File: src/design/drt_pkg.sv
// ----------------------------------------------------------------------------
// drt_pkg
// Shared types, constants and the arctangent table for the dead reckoning
// tracker.
// ----------------------------------------------------------------------------
`default_nettype none

package drt_pkg;

  localparam int TRACK_COUNT  = 8;
  localparam int TRK_W        = 3;
  localparam int CORDIC_STEPS = 16;
  localparam int STEP_W       = $clog2(CORDIC_STEPS + 1);
  localparam int QUO_W        = 16;

  // nm per metre * 2^32, CORDIC inverse gain * 2^16, minutes divisor * 2^16
  localparam logic [21:0] NM_PER_M_Q32 = 22'd2319282;
  localparam logic [15:0] INV_GAIN_Q16 = 16'd39797;
  localparam logic [19:0] TIME_DIV_Q16 = 20'd543582;

  localparam logic signed [47:0] OFF_MAX = 48'sh7FFF_FFFF_FFFF;
  localparam logic signed [47:0] OFF_MIN = 48'sh8000_0000_0000;

  typedef enum logic [3:0] {
    OP_NONE,
    OP_LOAD,
    OP_MAG1,
    OP_MAG2,
    OP_ROT_INIT,
    OP_ROT_STEP,
    OP_ACC,
    OP_VEC_INIT,
    OP_VEC_STEP,
    OP_RNG_LO,
    OP_RNG_HI,
    OP_DIV_INIT,
    OP_DIV_CHK,
    OP_DIV_STEP,
    OP_CLEAR,
    OP_OUT
  } dp_op_t;

  typedef struct packed {
    dp_op_t            op;
    logic [STEP_W-1:0] step;
  } dp_cmd_t;

  typedef struct packed {
    logic out_free;
  } dp_stat_t;

  typedef struct packed {
    logic               func;
    logic [2:0]         track_index;
    logic [14:0]        true_airspeed;
    logic [15:0]        heading;
    logic signed [15:0] sideslip;
  } in_item_t;

  typedef struct packed {
    logic [2:0]  track_echo;
    logic [31:0] range_nm;
    logic [15:0] return_bearing;
    logic [15:0] return_minutes;
    logic        time_saturated;
  } out_item_t;

  // atan(2^-i) as a 32-bit binary angle
  function automatic logic [31:0] atan_tab(input logic [STEP_W-1:0] i);
    logic [31:0] r;
    case (i)
      5'd0:    r = 32'h20000000;
      5'd1:    r = 32'h12E4051E;
      5'd2:    r = 32'h09FB385B;
      5'd3:    r = 32'h051111D4;
      5'd4:    r = 32'h028B0D43;
      5'd5:    r = 32'h0145D7E1;
      5'd6:    r = 32'h00A2F61E;
      5'd7:    r = 32'h00517C55;
      5'd8:    r = 32'h0028BE53;
      5'd9:    r = 32'h00145F2F;
      5'd10:   r = 32'h000A2F98;
      5'd11:   r = 32'h000517CC;
      5'd12:   r = 32'h00028BE6;
      5'd13:   r = 32'h000145F3;
      5'd14:   r = 32'h0000A2FA;
      5'd15:   r = 32'h0000517D;
      5'd16:   r = 32'h000028BE;
      5'd17:   r = 32'h0000145F;
      5'd18:   r = 32'h00000A30;
      5'd19:   r = 32'h00000518;
      5'd20:   r = 32'h0000028C;
      5'd21:   r = 32'h00000146;
      5'd22:   r = 32'h000000A3;
      5'd23:   r = 32'h00000051;
      default: r = 32'h0;
    endcase
    return r;
  endfunction

endpackage

`default_nettype wire

File: src/design/drt_ctrl.sv
// ----------------------------------------------------------------------------
// drt_ctrl
// Sequencer: steps the datapath through magnitude, rotate, accumulate,
// vectoring, range scaling and division per update, or through a track clear.
// ----------------------------------------------------------------------------
`default_nettype none

module drt_ctrl (
  input  wire logic                       clk,
  input  wire logic                       rst,
  input  wire logic                       in_valid,
  input  wire logic                       in_func,
  input  wire logic [drt_pkg::TRK_W-1:0]  in_track,
  output logic                            in_stall,
  output drt_pkg::dp_cmd_t                cmd,
  input  drt_pkg::dp_stat_t               stat
);

  typedef enum logic [3:0] {
    S_IDLE, S_MAG1, S_MAG2, S_ROT_INIT, S_ROT, S_ACC, S_VEC_INIT, S_VEC,
    S_RNG_LO, S_RNG_HI, S_DIV_INIT, S_DIV_CHK, S_DIV, S_CLR, S_DONE
  } state_t;

  localparam logic [drt_pkg::STEP_W-1:0] LAST_ROT =
    drt_pkg::STEP_W'(drt_pkg::CORDIC_STEPS - 1);
  localparam logic [drt_pkg::STEP_W-1:0] LAST_DIV =
    drt_pkg::STEP_W'(drt_pkg::QUO_W - 1);

  state_t                      state;
  logic [drt_pkg::STEP_W-1:0]  cnt;
  logic                        track_ok;

  assign track_ok = {1'b0, in_track} < (drt_pkg::TRK_W + 1)'(drt_pkg::TRACK_COUNT);
  assign in_stall = (state != S_IDLE);
  assign cmd.step = cnt;

  always_comb begin
    unique case (state)
      S_IDLE:     cmd.op = in_valid ? drt_pkg::OP_LOAD : drt_pkg::OP_NONE;
      S_MAG1:     cmd.op = drt_pkg::OP_MAG1;
      S_MAG2:     cmd.op = drt_pkg::OP_MAG2;
      S_ROT_INIT: cmd.op = drt_pkg::OP_ROT_INIT;
      S_ROT:      cmd.op = drt_pkg::OP_ROT_STEP;
      S_ACC:      cmd.op = drt_pkg::OP_ACC;
      S_VEC_INIT: cmd.op = drt_pkg::OP_VEC_INIT;
      S_VEC:      cmd.op = drt_pkg::OP_VEC_STEP;
      S_RNG_LO:   cmd.op = drt_pkg::OP_RNG_LO;
      S_RNG_HI:   cmd.op = drt_pkg::OP_RNG_HI;
      S_DIV_INIT: cmd.op = drt_pkg::OP_DIV_INIT;
      S_DIV_CHK:  cmd.op = drt_pkg::OP_DIV_CHK;
      S_DIV:      cmd.op = drt_pkg::OP_DIV_STEP;
      S_CLR:      cmd.op = drt_pkg::OP_CLEAR;
      S_DONE:     cmd.op = stat.out_free ? drt_pkg::OP_OUT : drt_pkg::OP_NONE;
      default:    cmd.op = drt_pkg::OP_NONE;
    endcase
  end

  always_ff @(posedge clk) begin
    if (rst) begin
      state <= S_IDLE;
      cnt   <= '0;
    end else begin
      unique case (state)
        S_IDLE: begin
          cnt <= '0;
          if (in_valid && track_ok) begin
            state <= in_func ? S_CLR : S_MAG1;
          end
        end
        S_MAG1:     state <= S_MAG2;
        S_MAG2:     state <= S_ROT_INIT;
        S_ROT_INIT: state <= S_ROT;
        S_ROT: begin
          cnt <= cnt + 1'b1;
          if (cnt == LAST_ROT) begin
            cnt   <= '0;
            state <= S_ACC;
          end
        end
        S_ACC:      state <= S_VEC_INIT;
        S_VEC_INIT: state <= S_VEC;
        S_VEC: begin
          cnt <= cnt + 1'b1;
          if (cnt == LAST_ROT) begin
            cnt   <= '0;
            state <= S_RNG_LO;
          end
        end
        S_RNG_LO:   state <= S_RNG_HI;
        S_RNG_HI:   state <= S_DIV_INIT;
        S_DIV_INIT: state <= S_DIV_CHK;
        S_DIV_CHK:  state <= S_DIV;
        S_DIV: begin
          cnt <= cnt + 1'b1;
          if (cnt == LAST_DIV) begin
            cnt   <= '0;
            state <= S_DONE;
          end
        end
        S_CLR:      state <= S_DONE;
        S_DONE: begin
          if (stat.out_free) begin
            state <= S_IDLE;
          end
        end
        default:    state <= S_IDLE;
      endcase
    end
  end

endmodule

`default_nettype wire

File: config.mk
export PLATFORM = sky130hd
export DESIGN_NAME = drt_ctrl
export DESIGN_NICKNAME = d
export VERILOG_FILES = /design/src/design/drt_pkg.sv /design/src/design/drt_ctrl.sv
export SDC_FILE = /design/constraint.sdc
export NUM_CORES = 1
export LEC_CHECK = 0
export ABC_AREA = 1
export BUFFER_PORTS_ARGS = -buffer_cell sky130_fd_sc_hd__buf_2
export CELL_PAD_IN_SITES_DETAIL_PLACEMENT = 2
export CELL_PAD_IN_SITES_GLOBAL_PLACEMENT = 2
export CORE_MARGIN = 10
export CORE_UTILIZATION = 27
export CTS_CLUSTER_SIZE = 16
export DETAILED_ROUTE_END_ITERATION = 8
export GPL_ROUTABILITY_DRIVEN = 0
export PLACE_DENSITY_LB_ADDON = 0.1
export SYNTH_ARGS = -nofsm -noshare
export SYNTH_HDL_FRONTEND = slang
export SYNTH_SLANG_ARGS = --single-unit
File: constraint.sdc
create_clock -name clk -period 2.7 [get_ports clk]
set_clock_uncertainty 0.2 [all_clocks]
set_input_delay 0.27 -clock clk [delete_from_list [all_inputs] [get_ports clk]]
set_output_delay 0.27 -clock clk [all_outputs]
set_load 0.05 [all_outputs]
==> flow_summary_export.csv, run 1 <==
group,metric,value,unit
global_routing,grt_max_degree,8,
global_routing,track_usage,9.61,%
pwr,combPwrFrac,68.2,%
setup_path,startpoint_type,"register",
pwr,pwr-share-clk,9.9,%
setup_path,cp_data_arrival_time,1600,ps
timing,setup_slack,630,ps
timing,rsz0062_at_grt,"no",
pwr,power_density,1510,nW/um^2
cells_and_area,nNetsFinal,125,
place,place_ws,897,ps
cts,clkTransAtPathRegs,70,ps
detailed_routing,num_vias,703,
floorplanning,start_util,28.2,%
cells_and_area,area_growth,21.1,%
cts,root_buffer,"clkbuf_4",
yosys,ys_seq_area_share,28.9,%
cells_and_area,final_cell_mix,"nand2_1, buf_2, inv_1, a21oi_1",
cts,postCtsHoldBufs,0,
pwr,internal_power,0.000435,W
timing,setup_viol,0,
yosys,avgSynthCellArea,6.42,um^2
yosys,ys_warn_count,0,
detailed_routing,wl,2120,um
floorplanning,core,2210,um^2
timing,finalCriticalPeriod,2070,ps
timing,period_share,76.7,%
pwr,swShare,61.8,%
timing,max_slew.worst_pin.slew,369,ps
cells_and_area,n_fill_cell,298,
cts,clk_latency,270,ps
yosys,synth_nets,106,
floorplanning,io_pins,18,
global_routing,grt_pass1_vias,775,
timing,tns,0,ps
cts,cts_buffers,3,
detailed_routing,drtIter0Drc,23,
floorplanning,fp.dieW,68.0,um
yosys,syn_area,623,um^2
place,io_buffer_count,14,
cells_and_area,layout_commonest_cell,"nand2_1",
floorplanning,die_area,4630,um^2
detailed_routing,routedWlPerCell,14.8,um
cells_and_area,post-route-util,34.1,%
detailed_routing,viasPerCell,4.92,
pwr,p_switching,0.000703,W
setup_path,path_max_fanout,7,
cells_and_area,final_layout_size_suffix_gt1_share,28.7,%
timing,maxSlewHeadroom,75.3,%
floorplanning,std_cell_rows,17,
setup_path,critPathCaptureType,"output pin",
cts,cts-resized-gates,0,
timing,hold_viol,0,
global_routing,grt-ovfl-total,0,
setup_path,critPathKind,"reg -> out",
cts,cts_tree,"built",
yosys,yosys_register_bits,9,
cts,cts_setup_buffers,0,
pwr,vdd_drop_max,0.514,mV
cts,h-tree-depth,1,
detailed_routing,drcViolationCount,0,
run,maxCapViolations,0,
yosys,synthesis.instances,97,
hold_path,hold_path.class,"in -> reg",
cts,clockBufferDepth,2,
outcome,status,"finished clean",
global_routing,grt_pass1_wl,3460,um
detailed_routing,first_pass_iters,4,
cts,clock_sinks,9,
timing,drv_slew,0,
global_routing,antenna_found_initial,0,
timing,max_freq,0.483,GHz
setup_path,critPathRequiredTime,2230,ps
yosys,yosys.cell_types.count,22,
detailed_routing,postRouteAntennaNets,0,
place,hpwl,1660,um
floorplanning,die_height,68.0,um
cells_and_area,num_antenna_cells,0,
pwr,power_leakage,0.367,nW
pwr,seqPwrFrac,21.8,%
==> cells in the mapped netlist (all sizes together) <==
master	instances	share of area, %
nand2	29	20
inv	15	9.0
nor2	12	10
a21oi	10	8.0
nand3	10	8.8
dfxtp	9	29
o21ai	5	5.8
clkinv	1	0.80
ha	1	2.0
nand4	1	1.0
o211ai	1	1.2
o22ai	1	1.0
o31ai	1	1.2
xnor2	1	1.4
==> per-layer routing <==
metal | track usage (%) | wire length (um) | vias to the layer above
met1 | 11.2 | 980 | 344
li1 | - | - | 346
met3 | 1.47 | 49 | 5
met4 | 4.52 | 34 | 0
met2 | 16.7 | 1060 | 8
met5 | 0 | 0 | -
==> metrics by stage <==
stage,total power (W),std cells,hold slack (ps),instance area [um^2]
after global routing,0.00124,143,33.8,754
after floorplan,0.000845,97,139,623
after CTS,0.00115,143,24.7,754
after global placement,0.00101,139,284,728
after detailed placement,0.00104,139,295,728
final,0.00114,143,14.1,754
==> cells by family (layout without fill, tap and decap cells) <==
group                      count (synthesis)  after routing  share of synthesized area [%]
xor gates and xnor gates                   1              1                           1.41
buffers and inverters                     16             34                           9.84
AOI/OAI and AO/OA                         18             18                           17.3
DFF                                        9              9                           28.9
adders and majority gates                  1              1                           2.01
and+or+nand+nor                           52             52                           40.6
==> critical path: stages, from the launching register on <==
cell	delay (ps)
dfxtp_1	490
nand2_1	160
inv_2	100
nand3_1	160
o211ai_1	130
buf_2	290
==> worst paths after layout <==
kind              slack, ps     start  endpoint  cells past startpoint
setup / recovery        630  state[3]    cmd[5]                      5
hold / removal           10       rst  state[3]                      2
setup reg to reg       1070    cnt[0]  state[2]                      6
hold reg to reg         310    cnt[1]    cnt[1]                      2
==> registers in the layout, summed over array words and instances (netlist names) <==
signal / flops
cnt: 5
state: 4
==> power groups by stage <==
| stage | clock network, W | logic (W) | registers (W) |
|---|---|---|---|
| after CTS | 0.000112 | 0.000794 | 0.000247 |
| after detailed placement | 0 | 0.000789 | 0.000250 |
| after global routing | 0.000120 | 0.000860 | 0.000255 |
| after global placement | 0 | 0.000764 | 0.000246 |
| after floorplan | 0 | 0.000600 | 0.000245 |
| final | 0.000113 | 0.000777 | 0.000248 |
==> area by class of cell <==
| type | instances | area (um^2) | share of cell area (%) |
|---|---|---|---|
| clock buffers | 4 | 26.3 | 3.48 |
| repair buffers | 14 | 70.1 | 9.29 |
| inverters | 16 | 61.3 | 8.13 |
| multi-input cells | 72 | 382 | 50.6 |
| well taps | 28 | 35.0 | 4.64 |
| flip-flops and latches | 9 | 180 | 23.9 |
No activity file was read; power rests on OpenSTA's default activity.
==> inputs of run 2 (changes only) <==
--- a/config.mk
+++ b/config.mk
@@ -5,12 +5,12 @@
 export SDC_FILE = /design/constraint.sdc
 export NUM_CORES = 1
 export LEC_CHECK = 0
-export ABC_AREA = 1
+export ABC_AREA = 0
 export BUFFER_PORTS_ARGS = -buffer_cell sky130_fd_sc_hd__buf_2
 export CELL_PAD_IN_SITES_DETAIL_PLACEMENT = 2
 export CELL_PAD_IN_SITES_GLOBAL_PLACEMENT = 2
 export CORE_MARGIN = 10
-export CORE_UTILIZATION = 27
+export CORE_UTILIZATION = 25
 export CTS_CLUSTER_SIZE = 16
 export DETAILED_ROUTE_END_ITERATION = 8
 export GPL_ROUTABILITY_DRIVEN = 0
==> constraint.sdc (replaced) <==
create_clock -name clk -period 1.79 [get_ports clk]
set_clock_uncertainty 0.2 [all_clocks]
set_input_delay 0.179 -clock clk [delete_from_list [all_inputs] [get_ports clk]]
set_output_delay 0.179 -clock clk [all_outputs]
set_load 0.05 [all_outputs]
==> run 2 against run 1 <==
Combinational power up 45%. Worst hold slack better by 62 ps. Core utilization grew 7.8 points. Setup slack lost 630 ps. Count of clock-buffer cells in the layout stayed put. Sequential share of layout area down 4.2 points. Critical path type is now reg -> reg. Largest cell class unchanged. Largest power group unchanged. Highest routed layer unchanged.
==> flow_summary_export.csv, run 2 <==
group,metric,value,unit
outcome,status,"finished clean",
cells_and_area,nNetsFinal,132,
yosys,synth.most_common_cell,"dfxtp_1",
timing,drv_slew,0,
detailed_routing,wl,2880,um
yosys,synth_nets,95,
place,dp_cells,139,
detailed_routing,first_pass_iters,4,
yosys,synth_edf_count,0,
floorplanning,fp.dieW,71.4,um
setup_path,cp_slowest_stage_delay,420,ps
global_routing,grt_max_degree,15,
hold_path,hold_start,"in_valid",
place,io_buffer_count,14,
pwr,power_leakage,0.450,nW
yosys,yosys.cell_types.count,37,
global_routing,antenna_found_initial,0,
detailed_routing,drtIter0Drc,82,
cells_and_area,largest_reg_flops,5,
setup_path,r2r-start,"cnt[1]",
hold_path,min_to,"state[0]",
cts,root_buffer,"clkbuf_4",
timing,maxSlewHeadroom,81.3,%
yosys,ys_seq_area_share,27.3,%
floorplanning,std_cell_rows,18,
cells_and_area,num_antenna_cells,0,
detailed_routing,viasPerCell,5.36,
floorplanning,die_area,5090,um^2
hold_path,hold_path.class,"in -> reg",
timing,finalCriticalPeriod,1790,ps
timing,rsz0062_at_grt,"yes",
floorplanning,die_height,71.4,um
timing,period_share,99.8,%
cts,cts_buffers,3,
yosys,synth.cells.most_frequent,"dfxtp_1, nor2_1, nand3_1",
pwr,vdd_drop_max,0.865,mV
timing,hold_viol,0,
run,maxCapViolations,0,
detailed_routing,drcViolationCount,0,
floorplanning,start_util,26.4,%
yosys,synthFlopType,"dfxtp_1",
yosys,synth_top_area_share,27.3,%
setup_path,path_max_fanout,3,
setup_path,critPathCaptureType,"register",
yosys,syn_area,659,um^2
cts,clockBufferDepth,2,
floorplanning,core,2500,um^2
cells_and_area,layout_commonest_cell,"buf_4",
setup_path,critPathKind,"reg -> reg",
detailed_routing,num_vias,815,
cells_and_area,regMostFlops,"cnt",
detailed_routing,postRouteAntennaNets,0,
yosys,synthesis.instances,86,
cells_and_area,final_cells,152,
global_routing,grt-ovfl-total,0,
cells_and_area,area_growth,58.8,%
yosys,avgSynthCellArea,7.67,um^2
setup_path,r2r-end,"state[3]",
cells_and_area,largest_registers,"cnt (5), state (4)",
cts,h-tree-depth,1,
setup_path,cp_data_arrival_time,1760,ps
global_routing,grt_pass1_wl,4330,um
setup_path,reg2reg_slack,3,ps
cts,clk_latency,270,ps
place,hpwl,1960,um
detailed_routing,routedWlPerCell,18.9,um
yosys,synth_largest_area_cell,"dfxtp_1",
cells_and_area,final_cell_mix,"buf_4, buf_2, nor2_1, nand3_1",
cells_and_area,final_layout_size_suffix_gt1_share,49.2,%
timing,max_slew.worst_pin.slew,278,ps
global_routing,track_usage,10.4,%
setup_path,critical_path.cell_chain,"ha_4, and4b_1, mux2_4, or4_4, o31ai_2",
hold_path,whs_path_depth,3,
yosys,yosys_register_bits,9,
setup_path,startpoint_type,"register",
yosys,ys_warn_count,0,
timing,setup_viol,0,
setup_path,slowest_stage,"or4_4",
floorplanning,io_pins,18,
cts,clkTransAtPathRegs,70,ps
cts,cts_tree,"built",
yosys,synthTopCellsByArea,"dfxtp_1, nand3_1, a21oi_1",
setup_path,critPathRequiredTime,1760,ps
setup_path,rr_worst_depth,5,
timing,max_freq,0.560,GHz
global_routing,grt_pass1_vias,877,
pwr,power,0.00165,W
pwr,power_density,1580,nW/um^2
cts,clock_sinks,9,
yosys,async_flop_share,0,%
[run 2: cell count changes after synthesis, sizes merged, moves of 3 or more]
cell / delta
nor2b: +4
buf: +5
nand2: -23
nor2: -4
o21bai: +3
inv: -13
nand3: -3
a21oi: -4
[run 2: per-layer routing]
metal | share of wire, % | wire (um) | track usage, %
met2 | 48 | 1390 | 16.6
met3 | 4.7 | 135 | 3.99
met5 | 0 | 0 | 0
met4 | 0.28 | 8 | 2.58
met1 | 47 | 1340 | 12.8
[run 2: cells by family (layout without fill, tap and decap cells)]
kind of cell / count (synthesis) / in the layout / synth area share [%]
simple gates: 34 / 34 / 26.8
mux: 3 / 3 / 4.93
fa+ha+maj: 1 / 1 / 1.90
flops: 9 / 9 / 27.3
compound gates: 30 / 30 / 32.1
buf+inv: 9 / 45 / 7.02
[run 2: worst max-delay path: cells and delay by family (launching register included)]
family | cells | cell delay (ps)
mux | 1 | 280
fa+ha+maj | 1 | 160
flops | 1 | 360
simple gates | 2 | 630
compound gates | 1 | 70
[run 2: area by class of cell]
cell class	instances	area, um^2
inverter	2	7.51
tap	30	37.5
sequential	9	206
timing repair buffer	39	280
clock buffer	4	26.3
fill	301	1450
multi-input combinational	68	489
[run 2: per-stage QoR]
stage / utilization (%) / TNS (ps) / worst slack (ps) / area, um^2 / hold WS [ps]
5_1_grt: 41.9 / -108 / -41.7 / 1050 / 111
2_1_floorplan: - / -67.1 / -67.1 / 689 / 48.1
4_1_cts: 37.7 / 0 / 5.41 / 943 / 39.1
6_report: 41.9 / 0 / 2.98 / 1050 / 75.6
3_3_place_gp: 35.1 / 0 / 43.5 / 878 / 240
3_5_place_dp: 35.1 / -3.19 / -3.19 / 878 / 248
[run 2: timing repair]
item                                    4_1_cts  5_1_grt
pin swaps                                     1        1
endpoints found under the setup margin       10        7
hold buffers                                  1        0
hold endpoints to repair                      1        0
gates resized for setup                      10       16
setup buffers                                 0        8
[run 2: power by group]
group,total [W],switching (W),internal (W),leakage [nW]
Clock,0.000164,0.0000783,0.0000862,0.0150
Sequential,0.000360,0.0000970,0.000263,0.0791
Combinational,0.00113,0.000650,0.000476,0.356
Total,0.00165,0.000826,0.000825,0.450
[run 2: worst max-delay path by stage]
stage | from | to | slack [ps] | cells after the start
floorplan | cnt[1] | state[3] | -70 | 6
global placement | state[1] | cmd[5] | 40 | 4
detailed placement | state[1] | state[2] | -3 | 5
CTS | state[1] | cmd[6] | 5 | 4
global route | cnt[1] | state[3] | -40 | 5
finish | cnt[1] | state[3] | 3 | 5
==> inputs of run 3 (changes only) <==
--- a/config.mk
+++ b/config.mk
@@ -10,7 +10,7 @@
 export CELL_PAD_IN_SITES_DETAIL_PLACEMENT = 2
 export CELL_PAD_IN_SITES_GLOBAL_PLACEMENT = 2
 export CORE_MARGIN = 10
-export CORE_UTILIZATION = 25
+export CORE_UTILIZATION = 29
 export CTS_CLUSTER_SIZE = 16
 export DETAILED_ROUTE_END_ITERATION = 8
 export GPL_ROUTABILITY_DRIVEN = 0
==> constraint.sdc (replaced) <==
create_clock -name clk -period 2.15 [get_ports clk]
set_clock_uncertainty 0.2 [all_clocks]
set_input_delay 0.215 -clock clk [delete_from_list [all_inputs] [get_ports clk]]
set_output_delay 0.215 -clock clk [all_outputs]
set_load 0.05 [all_outputs]
==> run 3 against run 2 <==
Setup slack better by 160 ps. Count of clock-buffer cells in the layout unchanged. Final area fell by 25%. Combinational power is 44% lower. Total power fell by 36%. Critical path depth is 1 lower. Register-to-register slack better by 180 ps. Worst hold slack got worse by 33 ps. Die area fell by 10%. Sequential share of layout area grew 3.4 points.
==> flow_summary_export.csv, run 3 (same netlist as run 2, synthesis figures left out) <==
group,metric,value,unit
global_routing,grt_pass1_vias,718,
cts,clockBufferDepth,2,
setup_path,crit_start,"state[2]",
cells_and_area,num_antenna_cells,0,
place,place_area,756,um^2
pwr,power_density,1360,nW/um^2
cts,cts_buffers,3,
floorplanning,core,2190,um^2
timing,period_share,92.2,%
run,maxCapViolations,0,
cells_and_area,final_layout_size_suffix_gt1_share,23.8,%
timing,setup_viol,0,
pwr,vdd_drop_max,0.624,mV
cells_and_area,largest_registers,"cnt (5), state (4)",
setup_path,critPathKind,"reg -> out",
cts,h-tree-depth,1,
cts,clk_latency,260,ps
cts,cts_tree,"built",
place,hpwl,1610,um
setup_path,cp.depth,4,
detailed_routing,routedWlPerCell,16.3,um
timing,drv_slew,0,
cells_and_area,postLayoutCellArea,783,um^2
outcome,status,"finished clean",
floorplanning,fp.dieW,67.7,um
global_routing,grt-ovfl-total,0,
setup_path,slowest_stage,"dfxtp_1",
setup_path,r2r-end,"state[3]",
detailed_routing,wl,2100,um
setup_path,r2r-start,"cnt[0]",
place,io_buffer_count,14,
floorplanning,std_cell_rows,17,
pwr,swShare,54.2,%
timing,maxSlewHeadroom,71.2,%
detailed_routing,drtIter0Drc,22,
timing,max_freq,0.504,GHz
pwr,internal_power,0.000488,W
cells_and_area,layout_commonest_cell,"buf_2",
global_routing,grt_max_degree,19,
global_routing,track_usage,9.93,%
timing,finalCriticalPeriod,1980,ps
setup_path,cp_data_arrival_time,1570,ps
detailed_routing,drcViolationCount,0,
setup_path,cp-endpoint,"cmd[5]",
global_routing,grt_pass1_wl,3620,um
pwr,pwr-share-clk,12.3,%
cts,clock_sinks,9,
setup_path,path_max_fanout,12,
detailed_routing,viasPerCell,5.36,
setup_path,critPathCaptureType,"output pin",
global_routing,antenna_found_initial,0,
cells_and_area,regMostFlops,"cnt",
pwr,power,0.00106,W
setup_path,rr_worst_depth,5,
setup_path,cp_slowest_stage_delay,560,ps
timing,tns,0,ps
pwr,power_leakage,0.321,nW
setup_path,critical_path.cell_chain,"nor4_1, a41oi_1, nor2b_1, buf_2",
timing,hold_viol,0,
detailed_routing,postRouteAntennaNets,0,
hold_path,hold_path.class,"in -> reg",
cts,root_buffer,"clkbuf_4",
setup_path,critPathRequiredTime,1740,ps
cells_and_area,n_fill_cell,277,
floorplanning,die_area,4580,um^2
cells_and_area,final_cell_mix,"buf_2, nor2_1, dfxtp_1, nand3_1",
floorplanning,start_util,30.1,%
pwr,p_switching,0.000577,W
detailed_routing,first_pass_iters,3,
cts,clkTransAtPathRegs,60,ps
setup_path,reg2reg_slack,180,ps
detailed_routing,num_vias,691,
setup_path,cp_top_family,"flip-flops",
cells_and_area,largest_reg_flops,5,
floorplanning,die_height,67.7,um
floorplanning,io_pins,18,
timing,rsz0062_at_grt,"no",
pwr,seqPwrFrac,27.8,%
cells_and_area,area_growth,18.8,%
setup_path,crit_buf_inv,1,
timing,max_slew.worst_pin.slew,430,ps
setup_path,startpoint_type,"register",
cells_and_area,nNetsFinal,111,
pwr,combPwrFrac,59.9,%
## run 3: cell types whose count changed in the layout (fill, tap and decap cells not counted), sizes merged
| cell | previous run | this run |
|---|---|---|
| buf | 37 | 18 |
| clkbuf | 5 | 4 |
| dlygate4sd3 | 1 | 0 |
## run 3: how the worst min path moves through the flow
stage	start	endpoint	slack, ps	depth (start not counted)
after floorplan	rst	state[0]	80	1
after global placement	cnt[4]	cnt[4]	250	1
after detailed placement	cnt[4]	cnt[4]	260	1
after CTS	rst	state[1]	30	2
after global routing	rst	state[0]	30	2
final	rst	state[1]	40	2
## run 3: power by group through the flow
stage | logic (W) | registers [W] | clock network [W]
after floorplan | 0.000523 | 0.000252 | 0
after global placement | 0.000634 | 0.000296 | 0
after detailed placement | 0.000642 | 0.000298 | 0
after CTS | 0.000646 | 0.000295 | 0.000140
after global routing | 0.000702 | 0.000308 | 0.000155
final | 0.000637 | 0.000296 | 0.000131
## run 3: timing repair
item | in CTS | in global routing
resized for setup | 1 | 0
setup buffers | 0 | 0
setup endpoints to repair | 1 | 0
hold buffers | 0 | 0
hold endpoints to repair | 0 | 0
## run 3: cell type report
type,instances,area (um^2),share of cell area (%)
inverter,2,7.51,0.958
timing repair buffer,18,100,12.8
multi-input combinational,68,433,55.3
sequential,9,181,23.2
clock buffer,4,26.3,3.35
tap,28,35.0,4.47
## run 3: routing by layer
metal  wire length, um  global-route usage, %  up-vias
li1                  -                      -      352
met1              1030                   12.3      325
met2               917                   15.5       12
met3               146                   4.79        2
met4                 6                   1.54        0
met5                 0                      0        -
## run 3: stage by stage
stage,hold WS (ps),instances,worst slack [ps],utilization [%]
3_5_place_dp,260,125,207,34.5
6_report,43.1,129,167,35.8
3_3_place_gp,248,125,239,34.5
2_1_floorplan,84.1,86,12.3,-
4_1_cts,33.0,129,138,35.8
5_1_grt,27.0,129,37.6,35.8
## run 3: worst register-to-register path: cells and delay by family (launching register included)
family                   cells  cell delay [ps]
AND/OR/NAND/NOR              2              710
adder cells (fa/ha/maj)      1              270
flip-flops                   1              350
multiplexers                 1              290
AO/OA/AOI/OAI                1               70
